### src/rtl/sia_pkg.sv
// Shared types and codes for the small integer ALU.
// Operation codes, result kinds, unit classes and the item tag carried by the queue.
// No dependencies.
`timescale 1ns / 1ps
`default_nettype none

package sia_pkg;

  localparam logic [3:0] CMD_ADD   = 4'd0;
  localparam logic [3:0] CMD_DIV   = 4'd1;
  localparam logic [3:0] CMD_MOD   = 4'd2;
  localparam logic [3:0] CMD_LESS  = 4'd3;
  localparam logic [3:0] CMD_EQUAL = 4'd4;
  localparam logic [3:0] CMD_MUL   = 4'd5;
  localparam logic [3:0] CMD_SUB   = 4'd6;
  localparam logic [3:0] CMD_OR    = 4'd7;
  localparam logic [3:0] CMD_AND   = 4'd8;
  localparam logic [3:0] CMD_SHIFT = 4'd9;

  localparam logic [1:0] KIND_INT   = 2'd0;
  localparam logic [1:0] KIND_TRUE  = 2'd1;
  localparam logic [1:0] KIND_FALSE = 2'd2;
  localparam logic [1:0] KIND_FAIL  = 2'd3;

  typedef logic [1:0] unit_t;

  // which part of the back end carries an item out
  localparam unit_t UNIT_ALU  = 2'd0;
  localparam unit_t UNIT_MUL  = 2'd1;
  localparam unit_t UNIT_DIV  = 2'd2;
  localparam unit_t UNIT_FAIL = 2'd3;

  localparam int QDEPTH = 4;
  localparam int QAW    = 2;

  typedef struct packed {
    logic [3:0] cmd;
    unit_t      unit;
  } sia_tag_t;

  typedef struct packed {
    logic     push;
    sia_tag_t tag;
  } front_push_t;

  typedef struct packed {
    logic start;
    logic want_mod;
  } div_ctrl_t;

  typedef struct packed {
    logic busy;
    logic done;
  } div_stat_t;

endpackage

`default_nettype wire

### src/rtl/sia_front.sv
// Front end: takes items on the start/busy handshake and classifies them by unit.
// Depends on sia_pkg.
`timescale 1ns / 1ps
`default_nettype none

module sia_front import sia_pkg::*; #(
  parameter int DATA_WIDTH = 32
) (
  input  logic                  start,
  input  logic [3:0]            cmd,
  input  logic [DATA_WIDTH-1:0] right_operand,
  input  logic                  q_full,
  output logic                  busy,
  output front_push_t           push_o
);

  unit_t unit;
  logic  div_zero;
  logic  div_minus_one;

  assign div_zero      = (right_operand == '0);
  assign div_minus_one = (right_operand == '1);

  always_comb begin
    case (cmd)
      CMD_ADD, CMD_SUB, CMD_LESS, CMD_EQUAL, CMD_OR, CMD_AND, CMD_SHIFT: begin
        unit = UNIT_ALU;
      end
      CMD_MUL: begin
        unit = UNIT_MUL;
      end
      CMD_DIV, CMD_MOD: begin
        // a zero divisor fails; minus one is a negate or zero, done in the ALU
        if (div_zero) begin
          unit = UNIT_FAIL;
        end else if (div_minus_one) begin
          unit = UNIT_ALU;
        end else begin
          unit = UNIT_DIV;
        end
      end
      default: begin
        unit = UNIT_FAIL;
      end
    endcase
  end

  assign busy            = q_full;
  assign push_o.push     = start && !q_full;
  assign push_o.tag.cmd  = cmd;
  assign push_o.tag.unit = unit;

endmodule

`default_nettype wire

### src/rtl/sia_queue.sv
// Short item queue between front and back end.
// Holds tag and both operands; depth from sia_pkg.
`timescale 1ns / 1ps
`default_nettype none

module sia_queue import sia_pkg::*; #(
  parameter int DATA_WIDTH = 32
) (
  input  logic                  clk,
  input  logic                  rst_n,
  input  front_push_t           push_i,
  input  logic [DATA_WIDTH-1:0] push_left,
  input  logic [DATA_WIDTH-1:0] push_right,
  input  logic                  pop,
  output logic                  q_valid,
  output logic                  q_full,
  output sia_tag_t              head_tag,
  output logic [DATA_WIDTH-1:0] head_left,
  output logic [DATA_WIDTH-1:0] head_right
);

  sia_tag_t              tag_mem   [QDEPTH];
  logic [DATA_WIDTH-1:0] left_mem  [QDEPTH];
  logic [DATA_WIDTH-1:0] right_mem [QDEPTH];

  logic [QAW-1:0] wr_ptr_r, wr_ptr_nxt;
  logic [QAW-1:0] rd_ptr_r, rd_ptr_nxt;
  logic [QAW:0]   count_r, count_nxt;

  logic do_push;
  logic do_pop;

  assign do_push = push_i.push && !q_full;
  assign do_pop  = pop && q_valid;

  always_comb begin
    wr_ptr_nxt = wr_ptr_r + QAW'(do_push);
    rd_ptr_nxt = rd_ptr_r + QAW'(do_pop);
    count_nxt  = count_r + (QAW+1)'(do_push) - (QAW+1)'(do_pop);
  end

  always_ff @(posedge clk) begin
    if (!rst_n) begin
      wr_ptr_r <= '0;
      rd_ptr_r <= '0;
      count_r  <= '0;
    end else begin
      wr_ptr_r <= wr_ptr_nxt;
      rd_ptr_r <= rd_ptr_nxt;
      count_r  <= count_nxt;
    end
  end

  always_ff @(posedge clk) begin
    if (do_push) begin
      tag_mem[wr_ptr_r]   <= push_i.tag;
      left_mem[wr_ptr_r]  <= push_left;
      right_mem[wr_ptr_r] <= push_right;
    end
  end

  assign q_valid    = (count_r != '0);
  assign q_full     = (count_r == (QAW+1)'(QDEPTH));
  assign head_tag   = tag_mem[rd_ptr_r];
  assign head_left  = left_mem[rd_ptr_r];
  assign head_right = right_mem[rd_ptr_r];

endmodule

`default_nettype wire

### src/rtl/sia_div.sv
// Signed divider, one quotient bit per cycle (restoring, on magnitudes).
// Truncating quotient, remainder signed as the dividend. Depends on sia_pkg.
`timescale 1ns / 1ps
`default_nettype none

module sia_div import sia_pkg::*; #(
  parameter int DATA_WIDTH = 32
) (
  input  logic                  clk,
  input  logic                  rst_n,
  input  div_ctrl_t             ctrl_i,
  input  logic [DATA_WIDTH-1:0] dividend,
  input  logic [DATA_WIDTH-1:0] divisor,
  output div_stat_t             stat_o,
  output logic [DATA_WIDTH-1:0] result
);

  localparam int CW = $clog2(DATA_WIDTH);

  logic [DATA_WIDTH-1:0] rem_r, rem_nxt;
  logic [DATA_WIDTH-1:0] quo_r, quo_nxt;
  logic [DATA_WIDTH-1:0] den_r, den_nxt;
  logic [CW-1:0]         cnt_r, cnt_nxt;
  logic                  busy_r, busy_nxt;
  logic                  done_r, done_nxt;
  logic                  neg_q_r, neg_q_nxt;
  logic                  neg_r_r, neg_r_nxt;
  logic                  mod_r, mod_nxt;

  logic [DATA_WIDTH:0]   shifted;
  logic [DATA_WIDTH:0]   trial;
  logic                  fits;

  assign shifted = {rem_r, quo_r[DATA_WIDTH-1]};
  assign trial   = shifted - {1'b0, den_r};
  assign fits    = !trial[DATA_WIDTH];

  always_comb begin
    rem_nxt   = rem_r;
    quo_nxt   = quo_r;
    den_nxt   = den_r;
    cnt_nxt   = cnt_r;
    busy_nxt  = busy_r;
    done_nxt  = 1'b0;
    neg_q_nxt = neg_q_r;
    neg_r_nxt = neg_r_r;
    mod_nxt   = mod_r;
    if (ctrl_i.start) begin
      rem_nxt   = '0;
      quo_nxt   = dividend[DATA_WIDTH-1] ? ('0 - dividend) : dividend;
      den_nxt   = divisor[DATA_WIDTH-1] ? ('0 - divisor) : divisor;
      cnt_nxt   = CW'(DATA_WIDTH-1);
      busy_nxt  = 1'b1;
      neg_q_nxt = dividend[DATA_WIDTH-1] ^ divisor[DATA_WIDTH-1];
      neg_r_nxt = dividend[DATA_WIDTH-1];
      mod_nxt   = ctrl_i.want_mod;
    end else if (busy_r) begin
      rem_nxt = fits ? trial[DATA_WIDTH-1:0] : shifted[DATA_WIDTH-1:0];
      quo_nxt = {quo_r[DATA_WIDTH-2:0], fits};
      cnt_nxt = cnt_r - CW'(1);
      if (cnt_r == '0) begin
        busy_nxt = 1'b0;
        done_nxt = 1'b1;
      end
    end
  end

  always_ff @(posedge clk) begin
    if (!rst_n) begin
      busy_r <= 1'b0;
      done_r <= 1'b0;
    end else begin
      busy_r <= busy_nxt;
      done_r <= done_nxt;
    end
  end

  always_ff @(posedge clk) begin
    rem_r   <= rem_nxt;
    quo_r   <= quo_nxt;
    den_r   <= den_nxt;
    cnt_r   <= cnt_nxt;
    neg_q_r <= neg_q_nxt;
    neg_r_r <= neg_r_nxt;
    mod_r   <= mod_nxt;
  end

  // most negative over one lands on 2^(W-1) unsigned, which is the wrapped value
  always_comb begin
    if (mod_r) begin
      result = neg_r_r ? ('0 - rem_r) : rem_r;
    end else begin
      result = neg_q_r ? ('0 - quo_r) : quo_r;
    end
  end

  assign stat_o.busy = busy_r;
  assign stat_o.done = done_r;

endmodule

`default_nettype wire

### src/rtl/sia_back.sv
// Back end: issues queued items in order into a two-stage pipeline.
// Stage 1 does ALU work and partial products, stage 2 sums products and drives the result.
// Depends on sia_pkg and sia_div.
`timescale 1ns / 1ps
`default_nettype none

module sia_back import sia_pkg::*; #(
  parameter int DATA_WIDTH = 32
) (
  input  logic                  clk,
  input  logic                  rst_n,
  input  logic                  q_valid,
  input  sia_tag_t              head_tag,
  input  logic [DATA_WIDTH-1:0] head_left,
  input  logic [DATA_WIDTH-1:0] head_right,
  output logic                  pop,
  output logic                  out_valid,
  output logic [1:0]            out_result_kind,
  output logic [DATA_WIDTH-1:0] out_result_value
);

  localparam int SW = $clog2(DATA_WIDTH);
  localparam int HW = (DATA_WIDTH + 1) / 2;   // low half of each multiplier operand
  localparam int LW = DATA_WIDTH - HW;        // high half

  div_ctrl_t             div_ctrl;
  div_stat_t             div_stat;
  logic [DATA_WIDTH-1:0] div_result;

  logic                  issue;
  logic [1:0]            alu_kind;
  logic [DATA_WIDTH-1:0] alu_val;
  logic [DATA_WIDTH-1:0] l;
  logic [DATA_WIDTH-1:0] r;
  logic [DATA_WIDTH-1:0] sh_mag;
  logic [DATA_WIDTH-1:0] sh_res;

  logic [2*HW-1:0]       p_lo;
  logic [LW-1:0]         p_cross;

  logic                  s1_vld_r, s1_vld_nxt;
  logic                  s1_mul_r, s1_mul_nxt;
  logic [1:0]            s1_kind_r, s1_kind_nxt;
  logic [DATA_WIDTH-1:0] s1_val_r, s1_val_nxt;
  logic [DATA_WIDTH-1:0] mul_lo_r;
  logic [LW-1:0]         mul_hi_r;

  logic                  out_vld_r;
  logic [1:0]            out_kind_r;
  logic [DATA_WIDTH-1:0] out_val_r, out_val_nxt;

  // the divider owns stage 1 for the cycle its result comes out
  assign issue = q_valid && !div_stat.busy && !div_stat.done;
  assign pop   = issue;

  assign l = head_left;
  assign r = head_right;

  assign div_ctrl.start    = issue && (head_tag.unit == UNIT_DIV);
  assign div_ctrl.want_mod = (head_tag.cmd == CMD_MOD);

  sia_div #(
    .DATA_WIDTH(DATA_WIDTH)
  ) u_div (
    .clk     (clk),
    .rst_n   (rst_n),
    .ctrl_i  (div_ctrl),
    .dividend(l),
    .divisor (r),
    .stat_o  (div_stat),
    .result  (div_result)
  );

  assign sh_mag = '0 - r;

  always_comb begin
    alu_kind = KIND_INT;
    alu_val  = '0;
    sh_res   = '0;
    case (head_tag.cmd)
      CMD_ADD:   alu_val = l + r;
      CMD_SUB:   alu_val = l - r;
      CMD_OR:    alu_val = l | r;
      CMD_AND:   alu_val = l & r;
      CMD_MUL:   alu_val = '0;   // product is summed in stage 2
      CMD_LESS:  alu_kind = ($signed(l) < $signed(r)) ? KIND_TRUE : KIND_FALSE;
      CMD_EQUAL: alu_kind = (l == r) ? KIND_TRUE : KIND_FALSE;
      CMD_DIV:   alu_val = '0 - l;   // divisor of minus one
      CMD_MOD:   alu_val = '0;
      CMD_SHIFT: begin
        if (r[DATA_WIDTH-1]) begin
          if (sh_mag >= DATA_WIDTH'(DATA_WIDTH-1)) begin
            alu_val = {DATA_WIDTH{l[DATA_WIDTH-1]}};
          end else begin
            alu_val = DATA_WIDTH'($signed(l) >>> sh_mag[SW-1:0]);
          end
        end else begin
          if (r < DATA_WIDTH'(DATA_WIDTH)) begin
            sh_res = l << r[SW-1:0];
          end
          // bits lost off the top show up as a result below the operand
          if ($signed(sh_res) < $signed(l)) begin
            alu_kind = KIND_FAIL;
          end else begin
            alu_val = sh_res;
          end
        end
      end
      default: alu_kind = KIND_FAIL;
    endcase
    if (head_tag.unit == UNIT_FAIL) begin
      alu_kind = KIND_FAIL;
    end
    if (alu_kind != KIND_INT) begin
      alu_val = '0;
    end
  end

  // low product split into halves so no multiplier exceeds half the word
  assign p_lo    = (2*HW)'(l[HW-1:0]) * (2*HW)'(r[HW-1:0]);
  assign p_cross = LW'(l[DATA_WIDTH-1:HW] * r[LW-1:0]) + LW'(l[LW-1:0] * r[DATA_WIDTH-1:HW]);

  always_comb begin
    s1_vld_nxt  = 1'b0;
    s1_mul_nxt  = 1'b0;
    s1_kind_nxt = KIND_INT;
    s1_val_nxt  = '0;
    if (div_stat.done) begin
      s1_vld_nxt = 1'b1;
      s1_val_nxt = div_result;
    end else if (issue && (head_tag.unit != UNIT_DIV)) begin
      s1_vld_nxt  = 1'b1;
      s1_mul_nxt  = (head_tag.unit == UNIT_MUL);
      s1_kind_nxt = alu_kind;
      s1_val_nxt  = alu_val;
    end
  end

  always_ff @(posedge clk) begin
    if (!rst_n) begin
      s1_vld_r  <= 1'b0;
      out_vld_r <= 1'b0;
    end else begin
      s1_vld_r  <= s1_vld_nxt;
      out_vld_r <= s1_vld_r;
    end
  end

  always_ff @(posedge clk) begin
    s1_mul_r   <= s1_mul_nxt;
    s1_kind_r  <= s1_kind_nxt;
    s1_val_r   <= s1_val_nxt;
    mul_lo_r   <= p_lo[DATA_WIDTH-1:0];
    mul_hi_r   <= p_cross;
    out_kind_r <= s1_kind_r;
    out_val_r  <= out_val_nxt;
  end

  always_comb begin
    if (s1_mul_r) begin
      out_val_nxt = mul_lo_r + {mul_hi_r, {HW{1'b0}}};
    end else begin
      out_val_nxt = s1_val_r;
    end
  end

  assign out_valid        = out_vld_r;
  assign out_result_kind  = out_kind_r;
  assign out_result_value = out_val_r;

endmodule

`default_nettype wire

### src/rtl/small_integer_alu.sv
// Small integer ALU: add, sub, mul, div, mod, compare, logic and signed shift.
// Path: an accepted item passes through the queue, the stage 1 register and the output register;
// items for the divider pass through it before stage 1 (it retires one quotient bit per cycle).
// Throughput: one item per cycle; an item for the divider holds issue until its result enters stage 1,
// while the 4-entry queue keeps taking items until full. No result back-pressure.
// Reset: synchronous, active low; empties the queue, the divider and the pipeline.
`timescale 1ns / 1ps
`default_nettype none

module small_integer_alu import sia_pkg::*; #(
  parameter int DATA_WIDTH = 32
) (
  input  logic                         clk,
  input  logic                         rst_n,
  input  logic                         start,
  output logic                         busy,
  input  logic [3:0]                   in_cmd,
  input  logic signed [DATA_WIDTH-1:0] in_left_operand,
  input  logic signed [DATA_WIDTH-1:0] in_right_operand,
  output logic                         out_valid,
  output logic [1:0]                   out_result_kind,
  output logic signed [DATA_WIDTH-1:0] out_result_value
);

  front_push_t           push;
  logic                  q_full;
  logic                  q_valid;
  logic                  pop;
  sia_tag_t              head_tag;
  logic [DATA_WIDTH-1:0] head_left;
  logic [DATA_WIDTH-1:0] head_right;
  logic [DATA_WIDTH-1:0] res_value;

  sia_front #(
    .DATA_WIDTH(DATA_WIDTH)
  ) u_front (
    .start        (start),
    .cmd          (in_cmd),
    .right_operand(in_right_operand),
    .q_full       (q_full),
    .busy         (busy),
    .push_o       (push)
  );

  sia_queue #(
    .DATA_WIDTH(DATA_WIDTH)
  ) u_queue (
    .clk       (clk),
    .rst_n     (rst_n),
    .push_i    (push),
    .push_left (in_left_operand),
    .push_right(in_right_operand),
    .pop       (pop),
    .q_valid   (q_valid),
    .q_full    (q_full),
    .head_tag  (head_tag),
    .head_left (head_left),
    .head_right(head_right)
  );

  sia_back #(
    .DATA_WIDTH(DATA_WIDTH)
  ) u_back (
    .clk             (clk),
    .rst_n           (rst_n),
    .q_valid         (q_valid),
    .head_tag        (head_tag),
    .head_left       (head_left),
    .head_right      (head_right),
    .pop             (pop),
    .out_valid       (out_valid),
    .out_result_kind (out_result_kind),
    .out_result_value(res_value)
  );

  assign out_result_value = $signed(res_value);

endmodule

`default_nettype wire

### config.mk
export PLATFORM = sky130hd
export DESIGN_NAME = small_integer_alu
export DESIGN_NICKNAME = d
export VERILOG_FILES = /design/src/rtl/sia_pkg.sv /design/src/rtl/sia_front.sv /design/src/rtl/sia_queue.sv /design/src/rtl/sia_div.sv /design/src/rtl/sia_back.sv /design/src/rtl/small_integer_alu.sv
export SDC_FILE = /design/constraint.sdc
export NUM_CORES = 2
export LEC_CHECK = 0
export BUFFER_PORTS_ARGS = -buffer_cell sky130_fd_sc_hd__buf_2
export CAP_MARGIN = 20
export CORE_MARGIN = 4
export CORE_UTILIZATION = 45
export CTS_BUF_LIST = sky130_fd_sc_hd__clkbuf_8
export DETAILED_ROUTE_END_ITERATION = 12
export HOLD_SLACK_MARGIN = 0.08
export SETUP_SLACK_MARGIN = 0.05
export SLEW_MARGIN = 20
export SYNTH_ARGS = -nofsm -noshare
export SYNTH_HDL_FRONTEND = slang
export SYNTH_SLANG_ARGS = --single-unit
### constraint.sdc
create_clock -name clk -period 10.9 [get_ports clk]
set_clock_uncertainty 0.05 [all_clocks]
set_input_delay 1.09 -clock clk [delete_from_list [all_inputs] [get_ports clk]]
set_output_delay 1.09 -clock clk [all_outputs]
set_load 0.01 [all_outputs]
Yosys cells after proc, flatten, opt, wreduce, memory -nomap -nowiden
Memories as Yosys holds them, arrays and structs flattened. A register that Yosys moved wholly into a read port is not among the register bits.
Index checks and enable logic that the tools add are counted.
{"block": "totals", "memories": 3, "wordCells": 141, "input_bits": 71, "output_inout_bits": 36, "mem_bits_rw": 280, "ff_bits": 232}
{"memory": "u_queue.left_mem", "depth": 4, "word_bits": 32, "read_ports": 1, "rd_clocked_by_memory_dff": 1, "wr": 1, "line": "sia_queue.sv:23", "source": "logic [DATA_WIDTH-1:0] left_mem [QDEPTH];"}
{"memory": "u_queue.right_mem", "depth": 4, "word_bits": 32, "read_ports": 1, "rd_clocked_by_memory_dff": 1, "wr": 1, "line": "sia_queue.sv:24", "source": "logic [DATA_WIDTH-1:0] right_mem [QDEPTH];"}
{"memory": "u_queue.tag_mem", "depth": 4, "word_bits": 6, "read_ports": 1, "rd_clocked_by_memory_dff": 1, "wr": 1, "line": "sia_queue.sv:22", "source": "sia_tag_t tag_mem [QDEPTH];"}
{"block": "classes", "addsub": 14, "shifts": 2, "mux": 39, "eq_ne": 25, "bitwise_logic": 6, "magnitude_cmp": 4, "n_mul": 3, "n_reduce_logical": 23}
{"operator": "$mux W32", "count": 17}
{"operator": "$pmux W32 S6", "count": 1}
{"operator": "$sub A1 B32 Y32 const A", "count": 4}
{"operator": "$add A32 B32 Y32", "count": 2}
{"operator": "$lt A32 B32 Y1", "count": 2}
{"operator": "$sub A33 B32 Y33", "count": 1}
{"operator": "$and A32 B32 Y32", "count": 1}
{"operator": "$eq A32 B32 Y1", "count": 1}
{"operator": "$eq A32 B32 Y1 const B", "count": 1}
{"operator": "$eq A4 B3 Y1 const B", "count": 8}
{"operator": "$ge A32 B5 Y1 const B", "count": 1}
{"operator": "$logic_not A32 Y1", "count": 1}
{"operator": "$lt A32 B6 Y1 const B", "count": 1}
{"operator": "$mul A16 B16 Y16", "count": 2}
{"operator": "$mul A16 B16 Y32", "count": 1}
{"operator": "$or A32 B32 Y32", "count": 1}
{"operator": "$shl A32 B5 Y32", "count": 1}
{"operator": "$sshr A32 B5 Y32", "count": 1}
{"operator": "$sub A32 B32 Y32", "count": 1}
{"operator": "$mux W31", "count": 1}
{"operator": "$mux W2", "count": 10}
{"operator": "$add A16 B16 Y16", "count": 1}
{"operator": "$eq A4 B2 Y1 const B", "count": 4}
{"operator": "$eq A4 B4 Y1 const B", "count": 4}
{"operator": "23 further kinds", "count": 48}

Longest topological paths before layout
{"block": "logic_depth", "word_depth": 13, "ltp_mapped": 36, "mapped_depth_nobuf": 29}

Modules after synthesis
From an unflattened synthesis, not the netlist that was laid out.
{"block": "unflattened", "cells_unflattened": 5341, "hier_area_um2": 49814.0}
{"mod": "sia_back", "seq_area_each_um2": 2382.3, "n_inst": 1, "area_per_inst_um2": 30380.4, "cells_per_inst": 3871}
{"mod": "sia_queue", "seq_area_each_um2": 8548.2, "n_inst": 1, "area_per_inst_um2": 10545.1, "cells_per_inst": 401}
{"mod": "sia_div", "seq_area_each_um2": 2792.7, "n_inst": 1, "area_per_inst_um2": 8658.3, "cells_per_inst": 1033}
{"mod": "sia_front", "seq_area_each_um2": 0.0, "n_inst": 1, "area_per_inst_um2": 230.2, "cells_per_inst": 36}

Least setup slack after synthesis
OpenSTA, ideal clock, no wires.
{"block": "synth_timing", "kind": "register to register", "from": "register, netlist name u_queue.rd_ptr_r[0]", "to": "register u_back.mul_lo_r[31]", "required_time_ns": 10.778, "period_less_slack_ns": 8.241, "arrival_ns": 8.119, "n_path_buf": 7, "setup_slack_ns": 2.659, "path_stages_with_launch": 34, "setup_time_ns": 0.072, "cell_sequence": "dfxtp_1 -> buf_6 -> buf_6 -> buf_6 -> mux2i_1 -> nand2_1 -> o21ai_4 -> clkbuf_1 -> clkbuf_1 -> clkbuf_1 -> clkbuf_1 -> nor2_1 -> fa_1 -> inv_1 -> fa_1 -> inv_1 -> fa_1 -> fa_1 -> fa_1 -> inv_1 -> fa_1 -> inv_1 -> ha_1 -> a21o_1 -> a21o_1 -> a21oi_1 -> nor3_1 -> or4_1 -> a31oi_1 -> a21oi_1 -> a41o_1 -> a21o_1 -> a21oi_1 -> xnor2_1"}
{"element": "end signal: assignment", "line": "sia_back.sv:153", "source": "mul_lo_r <= p_lo[DATA_WIDTH-1:0];"}
{"element": "end: declaration", "line": "sia_back.sv:45", "source": "logic [DATA_WIDTH-1:0] mul_lo_r;"}

==> results.toml <==
[timing]
min_period_over_period = 0.848
rsz0062_at_grt = "no"
slew-limit-headroom = 0.184
slew_viol_final = 0
worstMarginPinSlew_ps = 1220
hold_violations = 0
fmax_mhz = 108
setup_viol = 0
setup_tns_ps = 0
fin_crit_ps = 9240

[logic_synthesis]
ys_warn_count = 0
synth-main-ff-cell = "edfxtp_1"
synth_edf_count = 347
synthTopCellsByArea = "edfxtp_1 21%, fa_1 16%, ha_1 9.7%"
ys_types = 102
postSynthAreaPerCell_um2 = 9.27
ys_ff_latch = 512
ys_seq_area_frac = 0.278
async_flop_share = 0
syn_nets = 6153
synth_top_area_frac = 0.211
synth_most_common_cell = "nand2_1"
yosys.area.top_type = "edfxtp_1"
syn_area_um2 = 49300
synth_cells = 5318
synthTopCellsByCount = "670 x nand2_1, 592 x inv_1, 497 x nor2_1"

[floorplanning]
pin_count = 107
fp.dieW_um = 339
rows = 121
core_um2 = 109000
design.die.area_um2 = 115000
start_util = 0.453
die_height_um = 339

[placed_design]
portBuffers = 106
dpl.hpwl_mm = 145
gp_congestion = 1.03

[finish]
area_growth_pct = 8.22
finish.utilization = 0.490
nets = 6166
layout-drive-gt1-share = 0.106

[clocking]
cts-buffers-inserted = 93
cts_tree = "built"
cts_resized = 0
cts_setup_buffers = 0
clock_latency_ps = 800
htreeDepth = 3
clock_sinks = 512
ctsLongestPathBuffers = 3
path_clk_slew_ps = 60
holdBufCountCts = 0
root_buffer = "clkbuf_8"

[setup_path]
endpoint_kind = "register"
arrival_ps = 9860
crit_top_cell = "fa_1"
cp-start-kind = "register"
worstPathMaxFanout = 64
max_stage_delay_ps = 1020
cp.required_ps = 11520
crit_chain = "mux4_2, clkinv_1, nor2_1, fa_1, inv_1, fa_1, fa_1, fa_1, fa_1, fa_1, inv_1, ha_1, nand2_1, nor2_1, nand2_1, a2111oi_1, or4_1, a31oi_1, a21oi_1, a41o_1, a21o_1, a21oi_1, xnor2_1"
slowest_stage = "mux4_2"
path_class = "register to register"

[routing]
vias = 41767
firstDrtPassIters = 7
wl_mm = 190
routedWlPerCell_um = 27.8
drtIter0Drc = 4543
viasPerCell = 6.10
ant_nets = 0
remaining_drc_errors = 0

[job]
maxCapViolations = 0

[global_route]
grt_pass1_vias = 41359
grt_max_degree = 81
track_usage = 0.327
antenna_found_initial = 19
grt-ovfl-total = 0
grt_pass1_wl_mm = 279

[hold_path]
hold_class = "register to register"

[run_status]
status = "finished clean"
==> cells in the final DEF (no fill, tap or decap), drive strengths merged, types with 20 or more instances in the layout <==
| cell | Yosys | layout |
|---|---|---|
| diode | 0 | 22 |
| fa | 383 | 383 |
| a21o | 55 | 55 |
| a31oi | 24 | 24 |
| xor2 | 72 | 72 |
| or3 | 31 | 31 |
| or4 | 20 | 20 |
| mux2i | 126 | 126 |
| nor2 | 499 | 499 |
| nor3 | 68 | 68 |
| mux2 | 81 | 81 |
| a21oi | 231 | 231 |
| nand3 | 79 | 79 |
| mux4 | 46 | 46 |
| nor4 | 33 | 33 |
| o211ai | 85 | 85 |
| ha | 381 | 381 |
| o21ai | 239 | 239 |
| clkbuf | 197 | 106 |
| inv | 615 | 647 |
| o21a | 22 | 22 |
| o31ai | 25 | 25 |
| nand2b | 29 | 29 |
| xnor2 | 244 | 244 |
| a211oi | 39 | 39 |
| clkinv | 13 | 37 |
| edfxtp | 347 | 347 |
| buf | 95 | 210 |
| dfxtp | 165 | 165 |
| nand2 | 671 | 671 |
| o221ai | 23 | 23 |
| nor2b | 21 | 21 |
| nand4 | 38 | 38 |
| o21bai | 27 | 27 |
| and2 | 27 | 27 |
==> final timing paths <==
| check | startpoint | slack (ps) | endpoint | depth (start not counted) |
|---|---|---|---|---|
| hold reg to reg | u_back.s1_kind_r[0] | 280 | u_back.out_result_kind[0] | 0 |
| setup / recovery | u_queue.rd_ptr_r[1] | 1660 | u_back.mul_lo_r[31] | 23 |
| setup reg to reg | u_queue.rd_ptr_r[1] | 1660 | u_back.mul_lo_r[31] | 23 |
| hold / removal | u_back.s1_kind_r[0] | 280 | u_back.out_result_kind[0] | 0 |
==> per-stage QoR <==
| stage | instances | hold WS, ps | worst slack (ps) | cell area, um^2 |
|---|---|---|---|---|
| floorplan | 5318 | 260 | 2660 | 49300 |
| global route | 6839 | 293 | 1340 | 53300 |
| CTS | 6819 | 280 | 1810 | 53300 |
| finish | 6842 | 278 | 1660 | 53300 |
| global placement | 6649 | 271 | 1620 | 51300 |
| detailed placement | 6649 | 267 | 1840 | 51300 |
==> critical path: cells and delay by family, from the launching register on <==
kind | cells | cell delay (ps)
DFF | 1 | 960
muxes | 1 | 1020
AOI/OAI and AO/OA | 6 | 1580
and+or+nand+nor | 5 | 1170
buffers and inverters | 3 | 880
xor gates and xnor gates | 1 | 130
adders and majority gates | 7 | 3250
==> flip-flops by register name, summed over array words and instances, names as in the netlist, 32 cells and up <==
| name | cells |
|---|---|
| u_queue.right_mem | 128 |
| u_back.u_div.den_r | 32 |
| u_back.mul_lo_r | 32 |
| u_back.out_result_value | 32 |
| u_back.s1_val_r | 32 |
| u_back.u_div.rem_r | 32 |
| u_back.u_div.quo_r | 32 |
| u_queue.left_mem | 128 |
==> per-layer routing <==
layer  GRT usage  up-vias  part of all wire
met5           0        -           0.00042
li1            -    18203                 -
met2       0.487     2410              0.42
met4       0.202       12             0.074
met3      0.0758      581              0.10
met1       0.431    20561              0.40
==> cell families after synthesis <==
family | count (synthesis) | synth area share
and+or+nand+nor | 1585 | 0.144
buffers and inverters | 920 | 0.0731
DFF | 512 | 0.278
AOI/OAI and AO/OA | 968 | 0.130
xor gates and xnor gates | 316 | 0.0562
adders and majority gates | 764 | 0.252
muxes | 253 | 0.0655
==> final cells by class <==
type	instances	area, um^2
fill	10364	55500
multi-input combinational	3886	32100
sequential	512	13700
inverter	628	2360
tap	1414	1770
clock buffer	106	1460
timing repair buffer	210	1330
clock inverter	64	513
antenna	22	55.1
Power is left out: the tool's default activity adds up to more than one toggle a clock period on the data nets, which glitch-free logic cannot reach.
